## src/rtl/utf8_stream_decoder_core_assert.svh

```systemverilog
// Assertion macros shared by the UTF-8 stream decoder modules.
`ifndef UTF8_STREAM_DECODER_CORE_ASSERT_SVH
`define UTF8_STREAM_DECODER_CORE_ASSERT_SVH

`ifndef SYNTHESIS

// Immediate-consequence property, sampled on clk_i and disabled during reset.
`define U8SD_ASSERT(lbl, prop, msg) \
  lbl: assert property (@(posedge clk_i) disable iff (!rst_ni) prop) else $error(msg);

// Next-cycle property, sampled on clk_i and disabled during reset.
`define U8SD_ASSERT_NEXT(lbl, ante, cons, msg) \
  lbl: assert property (@(posedge clk_i) disable iff (!rst_ni) ante |=> cons) else $error(msg);

`else

`define U8SD_ASSERT(lbl, prop, msg)
`define U8SD_ASSERT_NEXT(lbl, ante, cons, msg)

`endif

`endif

```

## src/rtl/u8sd_pkg.sv

```systemverilog
// Types, constants and decode functions of the UTF-8 stream decoder.
package u8sd_pkg;

  localparam int unsigned CpWidth = 21;
  localparam int unsigned MaxResults = 3;

  localparam logic [CpWidth-1:0] ReplChar = 21'h00FFFD;

  // Lead byte masks and patterns for 2, 3 and 4 byte sequences.
  localparam logic [7:0] Lead2Mask = 8'hE0;
  localparam logic [7:0] Lead2Pat  = 8'hC0;
  localparam logic [7:0] Lead3Mask = 8'hF0;
  localparam logic [7:0] Lead3Pat  = 8'hE0;
  localparam logic [7:0] Lead4Mask = 8'hF8;
  localparam logic [7:0] Lead4Pat  = 8'hF0;

  // Byte order mark.
  localparam logic [7:0] BomByte0 = 8'hEF;
  localparam logic [7:0] BomByte1 = 8'hBB;
  localparam logic [7:0] BomByte2 = 8'hBF;

  typedef logic [7:0] byte_t;

  typedef struct packed {
    logic [CpWidth-1:0] cp;
    logic               repl;
  } res_t;

  // Results caused by one accepted request, oldest in entry 0.
  typedef struct packed {
    logic [1:0]                cnt;
    logic                      eos;
    res_t [MaxResults-1:0]     ent;
  } bundle_t;

  // Sequence length from a lead byte, zero if the byte cannot lead.
  function automatic logic [2:0] lead_len(byte_t b);
    logic [2:0] len;
    if (!b[7]) begin
      len = 3'd1;
    end else if ((b & Lead2Mask) == Lead2Pat) begin
      len = 3'd2;
    end else if ((b & Lead3Mask) == Lead3Pat) begin
      len = 3'd3;
    end else if ((b & Lead4Mask) == Lead4Pat) begin
      len = 3'd4;
    end else begin
      len = 3'd0;
    end
    return len;
  endfunction

  function automatic logic [CpWidth-1:0] dec1(byte_t a);
    return {13'd0, a};
  endfunction

  function automatic logic [CpWidth-1:0] dec2(byte_t a, byte_t b);
    return {10'd0, a[4:0], b[5:0]};
  endfunction

  function automatic logic [CpWidth-1:0] dec3(byte_t a, byte_t b, byte_t c);
    return {5'd0, a[3:0], b[5:0], c[5:0]};
  endfunction

  function automatic logic [CpWidth-1:0] dec4(byte_t a, byte_t b, byte_t c, byte_t d);
    return {a[2:0], b[5:0], c[5:0], d[5:0]};
  endfunction

  function automatic res_t mk_res(logic [CpWidth-1:0] cp, logic repl);
    res_t r;
    r.cp   = cp;
    r.repl = repl;
    return r;
  endfunction

  // A lone byte at the string end: plain ASCII or a substitute.
  function automatic res_t tail_one(byte_t y);
    res_t r;
    if (lead_len(y) == 3'd1) begin
      r = mk_res(dec1(y), 1'b0);
    end else begin
      r = mk_res(ReplChar, 1'b1);
    end
    return r;
  endfunction

endpackage

```

## src/rtl/u8sd_parse.sv

```systemverilog
// Pending-sequence state and single-pass parse of one byte into up to three results.
`include "utf8_stream_decoder_core_assert.svh"

module u8sd_parse (
  input  logic             clk_i,
  input  logic             rst_ni,
  input  logic             accept_i,
  input  u8sd_pkg::byte_t  data_byte_i,
  input  logic             string_end_i,
  input  logic             skip_bom_i,
  output u8sd_pkg::bundle_t bundle_o
);
  import u8sd_pkg::*;

  byte_t      pend_q [3];
  logic [1:0] count_q, count_d;
  logic       start_q, start_d;
  logic       buf_en;
  logic       consumed;
  logic       is_bom;
  logic [2:0] len0, lenb, lenx;
  logic [CpWidth-1:0] full_cp;

  always_comb begin
    bundle_o = '0;
    buf_en   = 1'b0;
    consumed = 1'b0;
    len0     = lead_len(pend_q[0]);
    lenb     = lead_len(data_byte_i);
    lenx     = lead_len(pend_q[1]);
    is_bom   = (count_q == 2'd2) && start_q && skip_bom_i && (pend_q[0] == BomByte0)
               && (pend_q[1] == BomByte1) && (data_byte_i == BomByte2);

    unique case (count_q)
      2'd1:    full_cp = dec2(pend_q[0], data_byte_i);
      2'd2:    full_cp = dec3(pend_q[0], pend_q[1], data_byte_i);
      default: full_cp = dec4(pend_q[0], pend_q[1], pend_q[2], data_byte_i);
    endcase

    if (count_q == 2'd0) begin
      if (lenb == 3'd0) begin
        consumed        = 1'b1;
        bundle_o.cnt    = 2'd1;
        bundle_o.ent[0] = mk_res(ReplChar, 1'b1);
      end else if (lenb == 3'd1) begin
        consumed        = 1'b1;
        bundle_o.cnt    = 2'd1;
        bundle_o.ent[0] = mk_res(dec1(data_byte_i), 1'b0);
      end else if (string_end_i) begin
        consumed        = 1'b1;
        bundle_o.cnt    = 2'd1;
        bundle_o.ent[0] = mk_res(ReplChar, 1'b1);
      end else begin
        buf_en = 1'b1;
      end
    end else if (len0 == 3'(count_q) + 3'd1) begin
      // The new byte completes the buffered sequence.
      consumed = 1'b1;
      if (!is_bom) begin
        bundle_o.cnt    = 2'd1;
        bundle_o.ent[0] = mk_res(full_cp, 1'b0);
      end
    end else if (string_end_i) begin
      // Cut sequence: substitute the lead, then parse the rest as leads.
      consumed        = 1'b1;
      bundle_o.ent[0] = mk_res(ReplChar, 1'b1);
      if (count_q == 2'd1) begin
        bundle_o.cnt    = 2'd2;
        bundle_o.ent[1] = tail_one(data_byte_i);
      end else if (lenx == 3'd2) begin
        bundle_o.cnt    = 2'd2;
        bundle_o.ent[1] = mk_res(dec2(pend_q[1], data_byte_i), 1'b0);
      end else if (lenx == 3'd1) begin
        bundle_o.cnt    = 2'd3;
        bundle_o.ent[1] = mk_res(dec1(pend_q[1]), 1'b0);
        bundle_o.ent[2] = tail_one(data_byte_i);
      end else begin
        bundle_o.cnt    = 2'd3;
        bundle_o.ent[1] = mk_res(ReplChar, 1'b1);
        bundle_o.ent[2] = tail_one(data_byte_i);
      end
    end else begin
      buf_en = 1'b1;
    end
    bundle_o.eos = string_end_i;

    count_d = count_q;
    start_d = start_q;
    if (string_end_i) begin
      count_d = 2'd0;
      start_d = 1'b1;
    end else if (consumed) begin
      count_d = 2'd0;
      start_d = 1'b0;
    end else if (buf_en) begin
      count_d = count_q + 2'd1;
    end
  end

  always_ff @(posedge clk_i or negedge rst_ni) begin
    if (!rst_ni) begin
      count_q <= 2'd0;
      start_q <= 1'b1;
    end else if (accept_i) begin
      count_q <= count_d;
      start_q <= start_d;
    end
  end

  // Pending bytes are appended in place and never shifted.
  always_ff @(posedge clk_i) begin
    for (int k = 0; k < 3; k++) begin
      if (accept_i && buf_en && !string_end_i && (count_q == 2'(k))) begin
        pend_q[k] <= data_byte_i;
      end
    end
  end

  `U8SD_ASSERT(a_pend_short, count_q != 2'd0 |-> lead_len(pend_q[0]) > 3'(count_q), "buffered sequence already complete")
  `U8SD_ASSERT_NEXT(a_end_clears, accept_i && string_end_i, count_q == 2'd0 && start_q, "string end did not clear state")

endmodule

```

## src/rtl/u8sd_burst.sv

```systemverilog
// Result register for one request's results, sent one per cycle while output is ready.
`include "utf8_stream_decoder_core_assert.svh"

module u8sd_burst (
  input  logic                            clk_i,
  input  logic                            rst_ni,
  input  logic                            accept_i,
  input  u8sd_pkg::bundle_t               bundle_i,
  output logic                            in_ready_o,
  output logic                            out_valid_o,
  input  logic                            out_ready_i,
  output logic [u8sd_pkg::CpWidth-1:0]    code_point_o,
  output logic                            replaced_o,
  output logic                            last_of_run_o,
  output logic                            final_of_string_o
);
  import u8sd_pkg::*;

  res_t [MaxResults-1:0] ent_q, ent_d;
  logic [1:0]            rem_q, rem_d;
  logic                  eos_q, eos_d;
  logic                  load;
  logic                  pop;

  assign out_valid_o       = rem_q != 2'd0;
  assign pop               = out_valid_o && out_ready_i;
  assign load              = accept_i && (bundle_i.cnt != 2'd0);
  // A new request may enter while the last result of the previous one leaves.
  assign in_ready_o        = (rem_q == 2'd0) || ((rem_q == 2'd1) && out_ready_i);
  assign code_point_o      = ent_q[0].cp;
  assign replaced_o        = ent_q[0].repl;
  assign last_of_run_o     = rem_q == 2'd1;
  assign final_of_string_o = (rem_q == 2'd1) && eos_q;

  always_comb begin
    rem_d = rem_q;
    ent_d = ent_q;
    eos_d = eos_q;
    if (load) begin
      rem_d = bundle_i.cnt;
      ent_d = bundle_i.ent;
      eos_d = bundle_i.eos;
    end else if (pop) begin
      rem_d = rem_q - 2'd1;
      ent_d = {res_t'('0), ent_q[2:1]};
    end
  end

  always_ff @(posedge clk_i or negedge rst_ni) begin
    if (!rst_ni) begin
      rem_q <= 2'd0;
    end else begin
      rem_q <= rem_d;
    end
  end

  always_ff @(posedge clk_i) begin
    ent_q <= ent_d;
    eos_q <= eos_d;
  end

  `U8SD_ASSERT_NEXT(a_load_count, load, rem_q == $past(bundle_i.cnt), "result count not loaded")
  `U8SD_ASSERT_NEXT(a_pop_count, pop && !load, rem_q == $past(rem_q) - 2'd1, "result count not decremented")
  `U8SD_ASSERT(a_no_overrun, accept_i |-> rem_q == 2'd0 || (rem_q == 2'd1 && pop), "request accepted over pending results")

endmodule

```

## src/rtl/utf8_stream_decoder_core.sv

```systemverilog
// Top level of the UTF-8 stream decoder: byte requests in, code point requests out.
//
//   channel  | handshake                  | payload
//   ---------+----------------------------+-----------------------------------------
//   input    | in_valid_i / in_ready_o    | data_byte_i, string_end_i
//   output   | out_valid_o / out_ready_i  | code_point_o, replaced_o, last_of_run_o,
//            |                            | final_of_string_o
//   config   | cfg_we_i (no wait)         | cfg_wdata_i (skip_bom)
//
// A byte is parsed in the cycle it is accepted; its results appear in the next cycle.
// One byte per cycle is taken while each gives at most one result and output is ready.
// A cut sequence at a string end gives two or three results, sent one per cycle from
// the result register while output is ready; input waits for the last one to leave.
// Reset clears the pending count, marks a string start and clears skip_bom.
// A stalled output holds the result register; input then waits after the last result.

module utf8_stream_decoder_core (
  input  logic                          clk_i,
  input  logic                          rst_ni,
  input  logic                          cfg_we_i,
  input  logic                          cfg_wdata_i,
  input  logic                          in_valid_i,
  output logic                          in_ready_o,
  input  u8sd_pkg::byte_t               data_byte_i,
  input  logic                          string_end_i,
  output logic                          out_valid_o,
  input  logic                          out_ready_i,
  output logic [u8sd_pkg::CpWidth-1:0]  code_point_o,
  output logic                          replaced_o,
  output logic                          last_of_run_o,
  output logic                          final_of_string_o
);
  import u8sd_pkg::*;

  logic    skip_bom_q;
  logic    accept;
  bundle_t bundle;

  assign accept = in_valid_i && in_ready_o;

  always_ff @(posedge clk_i or negedge rst_ni) begin
    if (!rst_ni) begin
      skip_bom_q <= 1'b0;
    end else if (cfg_we_i) begin
      skip_bom_q <= cfg_wdata_i;
    end
  end

  u8sd_parse u_parse (
    .clk_i        (clk_i),
    .rst_ni       (rst_ni),
    .accept_i     (accept),
    .data_byte_i  (data_byte_i),
    .string_end_i (string_end_i),
    .skip_bom_i   (skip_bom_q),
    .bundle_o     (bundle)
  );

  u8sd_burst u_burst (
    .clk_i             (clk_i),
    .rst_ni            (rst_ni),
    .accept_i          (accept),
    .bundle_i          (bundle),
    .in_ready_o        (in_ready_o),
    .out_valid_o       (out_valid_o),
    .out_ready_i       (out_ready_i),
    .code_point_o      (code_point_o),
    .replaced_o        (replaced_o),
    .last_of_run_o     (last_of_run_o),
    .final_of_string_o (final_of_string_o)
  );

endmodule
```

## config.mk

```make
export PLATFORM = sky130hd
export DESIGN_NAME = utf8_stream_decoder_core
export DESIGN_NICKNAME = d
export VERILOG_FILES = /design/src/rtl/u8sd_pkg.sv /design/src/rtl/u8sd_parse.sv /design/src/rtl/u8sd_burst.sv /design/src/rtl/utf8_stream_decoder_core.sv
export VERILOG_INCLUDE_DIRS = /design/src /design/src/rtl
export SDC_FILE = /design/constraint.sdc
export NUM_CORES = 1
export LEC_CHECK = 0
export BUFFER_PORTS_ARGS = -buffer_cell sky130_fd_sc_hd__buf_4
export CAP_MARGIN = 25
export CORE_MARGIN = 1
export CORE_UTILIZATION = 60
export CTS_CLUSTER_DIAMETER = 100
export DETAILED_ROUTE_END_ITERATION = 8
export GPL_ROUTABILITY_DRIVEN = 0
export MAX_ROUTING_LAYER = met4
export PLACE_DENSITY_LB_ADDON = 0.05
export SLEW_MARGIN = 40
export SYNTH_ARGS = -nofsm -noshare
export SYNTH_HDL_FRONTEND = slang
export SYNTH_HIERARCHICAL = 1
export SYNTH_SLANG_ARGS = --single-unit
```

## constraint.sdc

```tcl
create_clock -name clk_i -period 5.3 [get_ports clk_i]
set_input_delay 0.53 -clock clk_i [delete_from_list [all_inputs] [get_ports clk_i]]
set_output_delay 0.53 -clock clk_i [all_outputs]
set_load 0.005 [all_outputs]
```

# Yosys cells after proc, flatten, opt, wreduce, memory -nomap -nowiden
# Memories as Yosys holds them, arrays and structs flattened.
# Index checks and enable logic that the tools add are counted.
# word_totals
reg_bits,73
ramBits,24
in_bits,15
output_inout_bits,26
elab_cells,152
mem_count,1
# op_classes
addsub,3
n_eq_ne,22
muxes,86
n_reduce_logical,29
# memory_table
memory,depth,width,read_ports,rd_clocked_by_memory_dff,write_ports,line_no,text
u_parse.pend_q,3,8,3,0,1,u8sd_parse.sv:15,byte_t pend_q [3];
# ops
operator,count
two-way mux 22 bit,9
two-way mux 66 bit,3
two-way mux 44 bit,2
two-way mux 3 bit,28
two-way mux 17 bit,4
one-hot mux 21 bit (2 select lines),1
two-way mux 39 bit,1
two-way mux 2 bit,13
"equality test 8 bit, second input constant",3
two-way mux 1 bit,23
two-way mux 8 bit,2
OR reduction 8 bit,2
"equality test 3 x 1 -> 1 bit, second input constant",5
"equality test 5 bit, second input constant",3
logical AND 1 bit,15
"equality test 4 bit, second input constant",3
"equality test 3 bit, second input constant",3
nonzero test 2 bit,4
"equality test 2 x 1 -> 1 bit, second input constant",2
zero test 2 bit,2
AND reduction 2 bit,2
"adder 2 x 1 -> 3 bit, second input constant",1
"equality test 3 x 2 -> 1 bit, second input constant",1
equality test 3 bit,1
other kinds (7),7

# Longest topological paths before layout
# Gate-level depths: netlist of the first run.
# An unclocked memory read counts as a cell.
# depth
depth_word,22
depth_mapped,15
ltp_nobuf,11

# Hierarchy
# Netlist of the first run, hierarchy kept.
# by_module_without_submodules
mod,instances,cells_each,area_each_um2,seq_area_each_um2
u8sd_burst,1,273,3044.2,2062.0
u8sd_parse,1,216,1929.4,737.0
utf8_stream_decoder_core,1,3,46.3,25.0

# Worst setup path after synthesis of the first run
# OpenSTA, ideal clock, no wires.
# synth_timing
path_type,register to register
from,register u_parse.count_q[0]
to,"register u_burst.ent_q (netlist bit u_burst/code_point_o[0]), enable pin"
setup_time_ns,0.706
arrival_ns,3.670
required_ns,4.594
slack_ns,0.924
stages_incl_launch_ff,12
path_buffers,3
period_less_slack_ns,4.376
cell_sequence,dfrtp_1 -> inv_1 -> ha_1 -> buf_6 -> or3_1 -> a311o_1 -> nand2_1 -> buf_6 -> inv_1 -> o21ai_4 -> buf_2 -> nand2_1
# synth_lines
element,line_no,text
start: declaration,u8sd_parse.sv:16,"logic [1:0] count_q, count_d;"
start signal: assignment,u8sd_parse.sv:105,count_q <= count_d;
end signal: assignment,u8sd_burst.sv:58,ent_q <= ent_d;
end: declaration,u8sd_burst.sv:19,"res_t [MaxResults-1:0] ent_q, ent_d;"

==> out/summary.txt, run 1 <==
CTS clk-pin slew, worst paths: 0.10 ns
M2 GR Usage: 0.362
Multi-input gate area: 1690 sq um
minimum clock period: 4.12 ns
R2R setup slack: 1.18 ns
leakage power: 0.00215 uW
initial antenna violation count: 0
met1 Use GR: 0.349
layout cells sized above 1: 0.148
FF+latch count, synth: 95
f_max: 242 MHz
die height: 93.5 um
IO Pins: 41
CP peak stage delay: 0.65 ns
Fill cells: 639
Post-Route Utilization: 0.661
# DRC: 0
status: finished, final reports clean
first-pass GRT wire length: 15800 um
Total GRT Usage: 0.251
post-synthesis mux area share: 0.00723
xor/xnor cell area share of the yosys netlist: 0.00174
final clock skew: 0.0119 ns
CTS max path bufs: 2
Power Density: 522 nW/um^2
Startpoint Class: flop
commonest non-fill, non-tap cell in the layout: nand2_1
required time worst endpoint: 5.30 ns
die area: 8740 sq um
Clock Sinks: 95
Worst Hold Class: input port to flop
number of buffers created by CTS: 9
Async SR Flop Fraction: 0.0632
Worst slew margin: 0.472
Setup-failing EPs final: 0
GRT Max-Usage Layer: met2
main combinational cell family by area after synthesis: simple AND/OR/NAND/NOR gates
Seq/Total Area, Yosys: 0.563
grt total ovfl: 0
post-synthesis instance area: 5020 sq um
Tcrit/Tclk final: 0.778
clk_lat worst skew: 0.37 ns
Row Count: 32
Synth Area in Simple Gates: 0.217
Worst-Margin Slew: 0.792 ns
number of H-tree levels: 3
EDFF count, synth: 89
1st-iter DRT viols: 219
Max Slew Vio Count: 0
CP max FO: 66
initial core utilization: 0.633
adder-cell share of the synthesized area: 0.0150
Setup TNS Final: 0 ns
Worst VDD drop: 322 uV
vias in the first global route: 3139
Storage cell area: 2820 sq um
vias: 3291
Worst setup EP type: flop
clock root buffer: clkbuf_8
commonest cells after routing, fill and taps aside: nand2_1 (147), edfxtp_1 (89), buf_4 (42), and2_1 (25), nor2_1 (21)
Setup CP Type: flop to flop
Buffers on Ports: 40
Mapped Cells: 492
Post-DRT Antenna Nets: 0
core footprint: 7930 sq um
Pre-antenna DRT Iters: 5
largest net degree at the start of global routing: 68
Via density: 5.52
top_reg_cell synth: edfxtp_1
final hold viol count: 0
Die Wd: 93.5 um
Final nets: 510
Warnings, synthesis: 6
Max Cap Viol: 0
diodes inserted: 0
routed length per instance: 16.5 um
Critical Path Most Common Cell: nand3_1
met3 Usage GRT: 0.0537
CTS tree: built
DRT Wirelength: 9810 um
Netlist cell types: 55
Syn Area/Cell: 10.2 sq um
slowest CP cell: ha_2
Critical Path AT: 4.12 ns
# Post-CTS Setup Buffers: 0
Synth-to-Final Area Change: 4.44%
Compound-Gate Fraction of Synth Area: 0.0885
dpl hpwl: 6670 um
unrepaired setup endpoints after global routing: no
crit-path cells: inv_1, ha_2, nor4bb_1, o211ai_1, nand3_1, nand3_1, nand3_1, o21ai_4, nand2_2, buf_4
## final timing paths
path | from | to | cells past startpoint
max in group asynchronous | rst_ni | u_parse/start_q$_DFFE_PN1P_ | 2
min in group asynchronous | rst_ni | u_burst/rem_q[1]$_DFFE_PN0P_ | 2
setup reg to reg | u_parse/count_q[0]$_DFFE_PN0P_ | u_burst/code_point_o[6]$_DFFE_PP_ | 10
setup / recovery | u_parse/count_q[0]$_DFFE_PN0P_ | u_burst/code_point_o[6]$_DFFE_PP_ | 10
hold reg to reg | u_burst/ent_q[40]$_DFFE_PP_ | u_burst/code_point_o[17]$_DFFE_PP_ | 2
hold / removal | data_byte_i[5] | u_parse/pend_q[0][13]$_DFFE_PP_ | 1
## state kept, by name, indices dropped and copies added (netlist names), 2 cells and up
name	flops
u_burst/code_point_o	21
u_burst/ent_q	44
u_burst/rem_q	2
u_parse/count_q	2
u_parse/pend_q	22
## layout make-up
class	count	area share
Sequential cell	95	0.539
Inverter	18	0.0134
Tap cell	102	0.0243
Timing Repair Buffer	43	0.0621
Multi-Input combinational cell	322	0.323
Clock inverter	6	0.0141
Clock buffer	10	0.0243
## metrics by stage
| stage | total power, uW | setup slack (ns) | cells | hold WS [ns] | area (sq um) |
|---|---|---|---|---|---|
| floorplan | 2070 | 0.924 | 501 | 0.234 | 5050 |
| finish | 2740 | 1.18 | 596 | 0.373 | 5240 |
| detailed placement | 2260 | 1.04 | 579 | 0.338 | 5030 |
| global placement | 2220 | 1.12 | 579 | 0.339 | 5030 |
| CTS | 2740 | 1.02 | 596 | 0.363 | 5240 |
| global route | 2920 | 0.769 | 596 | 0.357 | 5240 |
## what timing repair did
item | 4_1_cts | 5_1_grt
resized for setup | 0 | 0
hold endpoints to repair | 5 | 0
hold buffers | 1 | 0
## critical path, delay by kind of cell, from the launching register on
family,cells,cell delay (ns)
AOI/OAI and AO/OA,2,0.34
adders and majority gates,1,0.65
buffers and inverters,2,0.72
DFF,1,0.49
and+or+nand+nor,5,1.50
## Yosys cell counts, types with 3 or more instances
master    number  area, sq um
and3_1         3         18.8
a22oi_1        5         37.5
nor3_1         3         15.0
o21ai_0       15         75.1
clkbuf_1       8         30.0
o21ai_1        4         20.0
nor2b_1        6         37.5
and2_1        25          156
buf_4         46          345
nor2_1        21         78.8
nand2b_1       4         25.0
nand3_1        4         20.0
ha_1           6         75.1
a21oi_1        8         40.0
dfrtp_1        5          125
nand2_1      148          556
a211oi_1       4         30.0
a31oi_1        5         31.3
o211ai_1       3         22.5
edfxtp_1      89         2670
inv_1         17         63.8
buf_2          6         30.0
buf_6          6         67.6
o22ai_1        4         25.0
nand4_1        4         25.0
nor3b_1        6         45.0
o21ai_2        5         43.8
## per-layer routing
layer  share of wire  up-vias
met5               0        -
met2            0.46      108
met4           0.023        0
met3           0.049       16
li1                -     1626
met1            0.46     1541
## where the power goes
part | switching, uW | internal, uW
sequential | 86.8 | 1190
clock | 270 | 225
combinational | 613 | 356
## cells by family (layout without fill, tap and decap cells)
family | count (synthesis) | after routing
other | 1 | 10
DFF | 95 | 95
muxes | 3 | 3
AOI/OAI and AO/OA | 65 | 65
adders and majority gates | 6 | 6
and+or+nand+nor | 237 | 237
buffers and inverters | 84 | 77
xor gates and xnor gates | 1 | 1
(Power assumes the default switching activity.)
==> run 2, diff against run 1 <==
ABC_AREA = 1   (was default)
clock period = 3.84 ns   (was 5.3 ns; I/O delays follow)
==> out/summary.txt, run 2 <==
Worst VDD drop: 583 uV
power share of the sequential group: 0.482
Row Count: 34
internal power: 2300 uW
Post-DRT Antenna Nets: 0
Post-Route Utilization: 0.641
# DRC: 0
Worst slew margin: 0.528
main combinational cell family by area after synthesis: simple AND/OR/NAND/NOR gates
FF+latch count, synth: 95
Comb power frac: 0.342
Pre-antenna DRT Iters: 5
total net switching power: 1280 uW
Worst-Margin Slew: 0.708 ns
Synth Area in Simple Gates: 0.276
CP peak stage delay: 0.47 ns
CTS tree: built
final clock skew: 0.0103 ns
CTS clk-pin slew, worst paths: 0.09 ns
Mapped Cells: 597
Final nets: 616
first-pass GRT wire length: 17500 um
synth top area cells: edfxtp_1 (50%), nand2_1 (13%), buf_4 (6.5%), nand3_1 (4.2%), inv_1 (3.9%)
CP max FO: 66
Switching Fraction: 0.357
synth cell count leaders: nand2_1 (189), edfxtp_1 (89), inv_1 (55)
Max Slew Vio Count: 0
grt total ovfl: 0
final hold viol count: 0
DRT Wirelength: 11100 um
routed length per instance: 15.7 um
max FFs per register: 44
minimum clock period: 3.02 ns
Buf+Inv Stages, Crit Path: 5
Setup TNS Final: 0 ns
core footprint: 8680 sq um
clk_lat worst skew: 0.37 ns
CTS max path bufs: 2
Buffers on Ports: 40
Critical Path Most Common Cell: nand3_1
Syn Area/Cell: 8.95 sq um
Netlist cell types: 35
vias: 3855
post-synthesis mux area share: 0
largest net degree at the start of global routing: 68
post-synthesis instance area: 5340 sq um
layout cells sized above 1: 0.182
Seq/Total Area, Yosys: 0.528
leakage power: 0.00237 uW
crit-path cells: inv_1, ha_1, inv_2, nand3_1, nand2_1, nor2_2, nand3_1, clkinv_2, nand2_1, nand3_1, nand2_2, nand2_4, inv_2, nand2_2, buf_12
Clock power frac: 0.176
die height: 96.4 um
slowest CP cell: ha_1
Worst setup EP type: flop
Critical Path AT: 3.06 ns
Startpoint Class: flop
commonest cells after routing, fill and taps aside: nand2_1 (188), edfxtp_1 (89), inv_1 (55), nand3_1 (45), nor2_1 (43)
Tcrit/Tclk final: 0.786
Worst Hold Class: input port to flop
Setup-failing EPs final: 0
area leader, netlist: edfxtp_1
number of buffers created by CTS: 9
Total GRT Usage: 0.269
die area: 9290 sq um
Synth top area share: 0.500
vias in the first global route: 3516
top_reg_cell synth: edfxtp_1
most flop-heavy register: u_burst/ent_q
initial core utilization: 0.616
Setup CP Type: flop to flop
status: finished, final reports clean
unrepaired setup endpoints after global routing: no
Max Cap Viol: 0
Power Density: 644 nW/um^2
Async SR Flop Fraction: 0.0632
Compound-Gate Fraction of Synth Area: 0.0417
adder-cell share of the synthesized area: 0.0140
xor/xnor cell area share of the yosys netlist: 0
EDFF count, synth: 89
number of H-tree levels: 3
clock root buffer: clkbuf_8
Clock Sinks: 95
Total Power: 3580 uW
1st-iter DRT viols: 386
IO Pins: 41
dpl hpwl: 7840 um
required time worst endpoint: 3.88 ns
cell class contributing the biggest share of worst-path delay: simple AND/OR/NAND/NOR gates
Synth-to-Final Area Change: 4.17%
post-cts gate resize count: 0
top-count cell post-synth: nand2_1
initial antenna violation count: 0
f_max: 331 MHz
Warnings, synthesis: 6
commonest non-fill, non-tap cell in the layout: nand2_1
Via density: 5.44
Die Wd: 96.4 um
diodes inserted: 0
-- run 2: cell types whose count changed in the layout (fill, tap and decap cells not counted), sizes merged, moves of 5 or more --
cell	change
a31oi	-5
and2	-25
inv	+47
nand2	+46
nand3	+48
nor2	+45
nor2b	-6
nor3b	-6
o21ai	-8
-- run 2: layer usage --
layer | vias to the layer above | wire length, um | global-route usage | part of all wire
met3 | 28 | 707 | 0.0360 | 0.063
met4 | 0 | 348 | 0.127 | 0.031
met2 | 179 | 5040 | 0.403 | 0.45
met1 | 1772 | 5040 | 0.365 | 0.45
li1 | 1876 | - | - | -
met5 | - | 0 | - | 0
-- run 2: power groups by stage --
stage          sequential [uW]  clock (uW)  combinational, uW
4_1_cts                   1730         646               1220
3_3_place_gp              1740           0               1200
2_1_floorplan             1720           0                980
5_1_grt                   1760         687               1390
6_report                  1730         631               1220
3_5_place_dp              1760           0               1220
-- run 2: layout make-up --
cell class | count | area [sq um]
fillers | 754 | 3110
flip-flops and latches | 95 | 2820
multi-input cells | 380 | 1820
repair buffers | 44 | 358
inverters | 65 | 248
well taps | 108 | 135
clock buffers | 9 | 124
clock inverters | 7 | 61.3
-- run 2: cells by family (layout without fill, tap and decap cells) --
logic type | count (synthesis) | after routing
AOI/OAI and AO/OA | 37 | 37
adders and majority gates | 6 | 6
buffers and inverters | 131 | 125
DFF | 95 | 95
other | 1 | 10
and+or+nand+nor | 327 | 327
-- run 2: worst min-delay path, delay by kind of cell --
family / cells / cell delay, ns
buffers and inverters: 1 / 0.08
AND/OR/NAND/NOR: 2 / 0.09
-- run 2: final timing paths --
| kind | depth (start not counted) | to | slack, ns | from |
|---|---|---|---|---|
| max | 15 | u_burst/code_point_o[1]$_DFFE_PP_ | 0.82 | u_parse/count_q[0]$_DFFE_PN0P_ |
| min | 3 | skip_bom_q$_DFFE_PN0P_ | 0.21 | cfg_wdata_i |
| max reg2reg | 15 | u_burst/code_point_o[1]$_DFFE_PP_ | 0.82 | u_parse/count_q[0]$_DFFE_PN0P_ |
| min reg2reg | 2 | u_parse/start_q$_DFFE_PN1P_ | 0.47 | u_parse/start_q$_DFFE_PN1P_ |
| max in group asynchronous | 2 | u_parse/start_q$_DFFE_PN1P_ | 3.27 | rst_ni |
| min in group asynchronous | 2 | u_burst/rem_q[0]$_DFFE_PN0P_ | 0.36 | rst_ni |
-- run 2: through the flow --
| step | std cells | hold slack, ns | worst slack [ns] | instance area, sq um |
|---|---|---|---|---|
| 2_1_floorplan | 606 | 0.0884 | 0.501 | 5380 |
| 3_3_place_gp | 691 | 0.204 | 1.03 | 5370 |
| 3_5_place_dp | 691 | 0.206 | 0.897 | 5370 |
| 4_1_cts | 708 | 0.197 | 0.876 | 5560 |
| 5_1_grt | 708 | 0.203 | 0.633 | 5570 |
| 6_report | 708 | 0.206 | 0.823 | 5570 |
-- run 2: repair_timing --
item,4_1_cts,5_1_grt
hold buffers,1,0
endpoints found under the hold margin,6,0
setup buffers,0,0
